File: src/hw/rtl/epld_pkg.sv
package epld_pkg;

    localparam int COORD_WIDTH_DEF    = 16;
    localparam int COEF_WIDTH_DEF     = 21;
    localparam int DIST_FRAC_BITS_DEF = 16;

    localparam int DIST_WIDTH       = 32;
    localparam int LINE_IN_WIDTH    = 32;
    localparam int CFG_DATA_WIDTH   = 63;
    localparam int CFG_INDEX_WIDTH  = 2;
    localparam int COORD_SCALE_LOG2 = 4;

    localparam logic [CFG_INDEX_WIDTH-1:0] REG_ROW_ZERO  = 2'd0;
    localparam logic [CFG_INDEX_WIDTH-1:0] REG_ROW_ONE   = 2'd1;
    localparam logic [CFG_INDEX_WIDTH-1:0] REG_ROW_TWO   = 2'd2;
    localparam logic [CFG_INDEX_WIDTH-1:0] REG_FRAC_BITS = 2'd3;

    localparam logic FUNC_EPIPOLAR = 1'b0;
    localparam logic FUNC_DIRECT   = 1'b1;

    // width of the line normal coefficients a and b
    function automatic int line_width(int coord_w, int coef_w);
        return (coef_w + coord_w + 2 > LINE_IN_WIDTH) ? coef_w + coord_w + 2 : LINE_IN_WIDTH;
    endfunction

    // width of a*u + b*v + c
    function automatic int dot_width(int coord_w, int coef_w);
        return line_width(coord_w, coef_w) + coord_w + 2;
    endfunction

    // width of a*a + b*b
    function automatic int norm_sq_width(int coord_w, int coef_w);
        return 2 * line_width(coord_w, coef_w);
    endfunction

    // normal length squared times the coordinate scale squared
    function automatic int scaled_width(int coord_w, int coef_w);
        return norm_sq_width(coord_w, coef_w) + 2 * COORD_SCALE_LOG2;
    endfunction

    // running product of the partial root and the scaled norm
    function automatic int acc_width(int coord_w, int coef_w);
        return scaled_width(coord_w, coef_w) + DIST_WIDTH;
    endfunction

    // remainder of the root recurrence
    function automatic int rem_width(int coord_w, int coef_w, int frac_w);
        int num_w;
        int del_w;
        num_w = 2 * dot_width(coord_w, coef_w) + 2 * frac_w;
        del_w = acc_width(coord_w, coef_w) + DIST_WIDTH + 1;
        return (num_w > del_w) ? num_w : del_w;
    endfunction

endpackage

File: src/hw/rtl/epld_root_stage.sv
module epld_root_stage #(
    parameter int BIT          = 0,
    parameter int REM_WIDTH    = 160,
    parameter int ACC_WIDTH    = 120,
    parameter int SCALED_WIDTH = 88
) (
    input  logic                            aclk,
    input  logic                            aresetn,
    input  logic                            in_valid,
    output logic                            in_ready,
    input  logic [REM_WIDTH-1:0]            in_rem,
    input  logic [ACC_WIDTH-1:0]            in_acc,
    input  logic [SCALED_WIDTH-1:0]         in_scaled,
    input  logic [epld_pkg::DIST_WIDTH-1:0] in_k,
    input  logic                            in_degen,
    output logic                            out_valid,
    input  logic                            out_ready,
    output logic [REM_WIDTH-1:0]            out_rem,
    output logic [ACC_WIDTH-1:0]            out_acc,
    output logic [SCALED_WIDTH-1:0]         out_scaled,
    output logic [epld_pkg::DIST_WIDTH-1:0] out_k,
    output logic                            out_degen
);

    logic                            valid_reg;
    logic                            en;
    logic                            fit;
    logic [REM_WIDTH-1:0]            delta;
    logic [REM_WIDTH-1:0]            rem_reg, rem_next;
    logic [ACC_WIDTH-1:0]            acc_reg, acc_next;
    logic [SCALED_WIDTH-1:0]         scaled_reg;
    logic [epld_pkg::DIST_WIDTH-1:0] k_reg, k_next;
    logic                            degen_reg;

    assign en       = !valid_reg || out_ready;
    assign in_ready = en;

    // (k + 2^bit)^2 * s - k^2 * s, with acc holding k * s
    assign delta = (REM_WIDTH'(in_acc) << (BIT + 1))
                 + (REM_WIDTH'(in_scaled) << (2 * BIT));
    assign fit   = (delta <= in_rem);

    always_comb begin
        rem_next  = in_rem;
        acc_next  = in_acc;
        k_next    = in_k;
        if (fit) begin
            rem_next    = in_rem - delta;
            acc_next    = in_acc + (ACC_WIDTH'(in_scaled) << BIT);
            k_next[BIT] = 1'b1;
        end
    end

    always_ff @(posedge aclk) begin
        if (!aresetn) begin
            valid_reg <= 1'b0;
        end else if (en) begin
            valid_reg <= in_valid;
        end
    end

    always_ff @(posedge aclk) begin
        if (en) begin
            rem_reg    <= rem_next;
            acc_reg    <= acc_next;
            scaled_reg <= in_scaled;
            k_reg      <= k_next;
            degen_reg  <= in_degen;
        end
    end

    assign out_valid  = valid_reg;
    assign out_rem    = rem_reg;
    assign out_acc    = acc_reg;
    assign out_scaled = scaled_reg;
    assign out_k      = k_reg;
    assign out_degen  = degen_reg;

endmodule

File: config.mk
export PLATFORM = sky130hd
export DESIGN_NAME = epld_root_stage
export DESIGN_NICKNAME = d
export VERILOG_FILES = /design/src/hw/rtl/epld_pkg.sv /design/src/hw/rtl/epld_root_stage.sv
export SDC_FILE = /design/constraint.sdc
export NUM_CORES = 1
export LEC_CHECK = 0
export ABC_AREA = 0
export BUFFER_PORTS_ARGS = -buffer_cell sky130_fd_sc_hd__buf_4
export CAP_MARGIN = 20
export CELL_PAD_IN_SITES_DETAIL_PLACEMENT = 1
export CELL_PAD_IN_SITES_GLOBAL_PLACEMENT = 1
export CORE_AREA = 2 2 313 315
export DETAILED_ROUTE_END_ITERATION = 10
export DIE_AREA = 0 0 315 317
export PLACE_DENSITY_LB_ADDON = 0.1
export SYNTH_ARGS = -nofsm -noshare
export SYNTH_HDL_FRONTEND = slang
export SYNTH_SLANG_ARGS = --single-unit
export TNS_END_PERCENT = 1
File: constraint.sdc
create_clock -name aclk -period 18.7 [get_ports aclk]
set_input_delay 3.74 -clock aclk [delete_from_list [all_inputs] [get_ports aclk]]
set_output_delay 3.74 -clock aclk [all_outputs]
set_load 0.01 [all_outputs]
==> run summary <==
==========================================================================================
Outcome                                                                       finished clean
Worst hold-check slack                                                            1.190 ns
Worst slew margin relative to its limit                                             27.33%
Highest fanout seen on the critical path                                                98
GPL Wtd Cong                                                                        0.9428
Area growth, synth to finish                                                        24.34%
# nets final                                                                          5582
Clk_skew                                                                        0.02594 ns
Post-route design area                                                         0.04431 mm2
Maximum number of buffers from clock root to sink                                        3
Area of combinational cells with multiple inputs                               0.02233 mm2
Required time of the critical path                                                19.05 ns
RSZ-0062 raised after global routing                                                 false
Critical path type                                                                  in2reg
Cell area power density                                                       96.90 mW/mm2
Hold bufs inserted after CTS                                                             0
Launch instance of the worst register-to-register path                           out_valid
Vias in the first global route                                                      36.41k
TritonCTS clock tree                                                                 built
Final routed DRC violation total                                                         0
Cell depth of the worst flop-to-flop path                                                4
Layout fillers                                                                      11.60k
Pin count of the biggest net entering global routing                                    99
Most area-consuming cells after synthesis                                     edfxtp_1, ha_1, a21oi_1
Sequential fraction of the synthesis area                                           33.85%
Combined area of all synthesized cells                                         0.03563 mm2
Antenna violations before repair                                                        13
Worst Tran Pin Value                                                              1.090 ns
Flop2flop setup slack                                                             14.88 ns
Seq cells post-synth                                                                   402
Number of vias per cell                                                              5.821
Vertical die dimension                                                              317 um
Maximum capacitance violations                                                           0
Clock edge transition at the registers on the reported setup and hold paths        0.06 ns
Top FF cell, synth                                                                edfxtp_1
Placement-stage cell area                                                      0.04263 mm2
I/O Pins                                                                               808
Wire length of the first global-routing pass                                     241400 um
Static leakage power                                                              18.27 nW
Proportion of synthesized flip-flops having asynchronous set or reset                   0%
Post-route antenna net violation count                                                   0
Total CTS buffers                                                                       50
Number of synthesized flops with an enable pin                                         401
Total count of max-transition violations in the final report                             0
Number of setup buffers added after CTS                                                  0
CORE AREA                                                                      0.09628 mm2
Proportion of layout cells with a drive suffix above 1                              19.66%
Number of input and output port buffers inserted                                       807
Slowest-stage cell, CP                                                               buf_4
Highest ir drop seen on vdd                                                       77.32 uV
Capture instance of the worst register-to-register path                          out_k[24]
Net Count, Synth                                                                      4916
Core utilization of the finished layout                                             46.02%
Endpoints failing hold                                                                   0
Horizontal die dimension                                                            315 um
Footprint of the flip-flops and latches                                        0.01206 mm2
Crit path capture                                                              out_acc[34]
Class of the worst hold path                                                       reg2reg
PostCTS Resize Cnt                                                                       0
Post-synthesis cell type with the largest combined area                           edfxtp_1
Most numerous cell on the critical path                                              buf_4
Vias                                                                                36.10k
Library cell used as clock root buffer                                           clkbuf_16
Longest individual stage delay on the worst path                                   0.88 ns
Setup Slack @ Placement                                                           6.460 ns
Synth cell types                                                                        88
Leading cell types in the layout, fill and taps excluded                      buf_4, a21oi_1, nor2_1
Number of setup violations in the final report                                           0
Commonest non-fill, non-tap cell in the layout                                       buf_4
Later-pin clock latency in the skew report                                         0.67 ns
WP data arrival                                                                   12.10 ns
Capturing element type of the critical path                                      flip-flop
Avg Synthesized Cell Area                                                        8.462 um2
Number of iterations in the first detailed-routing pass                                  6
Instance count of the mapped netlist                                                  4211
Initial core utilization                                                            37.01%
Portion of synthesized cell area occupied by the leading cell type                  33.79%
Crit share post-route                                                               62.81%
Number of clock sinks seen by CTS                                                      402
Total wirelength of the detailed-routed design                                   167200 um
Final min period                                                                  11.75 ns
Half-perimeter wire length of the detailed placement result                      139600 um
Setup Total Neg Slack                                                                 0 ns
Die footprint                                                                  0.09986 mm2
Number of levels the H-tree was split into                                               2
Kind of start point of the critical path                                      primary input
Number of rows in the core area                                                        114
Detailed Route Iter0 Violations                                                       2554
Final WS setup                                                                    6.955 ns
Achievable clock frequency                                                       85.14 MHz
Launch point of the worst path                                                in_scaled[1]
DR WL/cell                                                                        26.96 um
Yosys warning count                                                                      0
GRT Resource Usage Total                                                            32.11%
Overflow left after global routing                                                       0
==========================================================================================
[worst max-delay path: cells and delay by family]
family	cells	cell delay (ns)
buffers and inverters	6	2.01
AND/OR/NAND/NOR	6	1.98
AO/OA/AOI/OAI	11	3.06
adder cells (fa/ha/maj)	3	1.14
[routing by layer]
layer / GRT usage (%) / vias up / wire [um]
li1: - / 16990 / -
met1: 41.88 / 17870 / 72880
met2: 54.19 / 1058 / 79330
met3: 5.387 / 179 / 9659
met4: 10.02 / 8 / 5325
met5: 0 / - / 41
[per-stage QoR]
stage | power, mW | cells
3_5_place_dp | 3.273 | 6101
2_1_floorplan | 2.383 | 4211
6_report | 4.293 | 6202
5_1_grt | 4.495 | 6198
3_3_place_gp | 3.263 | 6100
4_1_cts | 4.302 | 6194
[cells in the mapped netlist (all sizes together) (14+ instances only)]
| cell | instances |
|---|---|
| and2 | 22 |
| nand2 | 380 |
| edfxtp | 401 |
| a21boi | 18 |
| nor4 | 49 |
| a31oi | 37 |
| xnor2 | 241 |
| o21bai | 93 |
| a211oi | 25 |
| nand2b | 35 |
| o21a | 29 |
| inv | 112 |
| ha | 297 |
| or3 | 42 |
| nor2b | 19 |
| o31ai | 28 |
| or2 | 27 |
| nor2 | 427 |
| or4 | 14 |
| xor2 | 142 |
| and3 | 27 |
| o21ai | 290 |
| a21o | 135 |
| nand3 | 94 |
| o211ai | 31 |
| nand4 | 142 |
| nor3 | 77 |
| buf | 41 |
| a21oi | 594 |
| clkbuf | 173 |
[layout make-up]
class	instances	area share, %
flip-flops and latches	402	27.22
well taps	1276	3.603
repair buffers	828	14.04
inverters	112	0.9488
multi-input cells	3483	50.40
clock inverters	38	0.8726
diodes	8	0.04518
clock buffers	55	2.866
[registers in the layout, summed over array words and instances, names as in the netlist]
register,cells
out_rem,160
out_acc,120
out_scaled,88
out_k,32
out_degen,1
out_valid,1
[logic make-up (layout without fill, tap and decap cells)]
logic type / after synthesis / in the layout / share of synthesized area, %
AO/OA/AOI/OAI: 1398 / 1398 / 23.74
AND/OR/NAND/NOR: 1394 / 1394 / 18.59
flip-flops: 402 / 402 / 33.85
XOR/XNOR: 383 / 383 / 9.414
buffers and inverters: 326 / 1033 / 3.585
adder cells (fa/ha/maj): 300 / 300 / 10.60
multiplexers: 8 / 8 / 0.2318
other: 0 / 8 / 0
[how the worst min path moves through the flow]
stage	end	from	slack (ns)	cells past startpoint
CTS	out_acc[77]	out_valid	1.21	1
global route	out_scaled[79]	out_valid	1.28	1
detailed placement	out_acc[76]	out_valid	1.21	1
global placement	out_scaled[79]	out_valid	1.19	1
finish	out_scaled[80]	out_valid	1.19	1
floorplan	out_degen	in_degen	3.84	0
[power breakdown]
part,internal (mW),switching (mW)
Combinational,0.761,1.18
Clock,0.565,0.446
Sequential,1.24,0.102
Total,2.57,1.72
No activity file was read; power rests on OpenSTA's default activity.
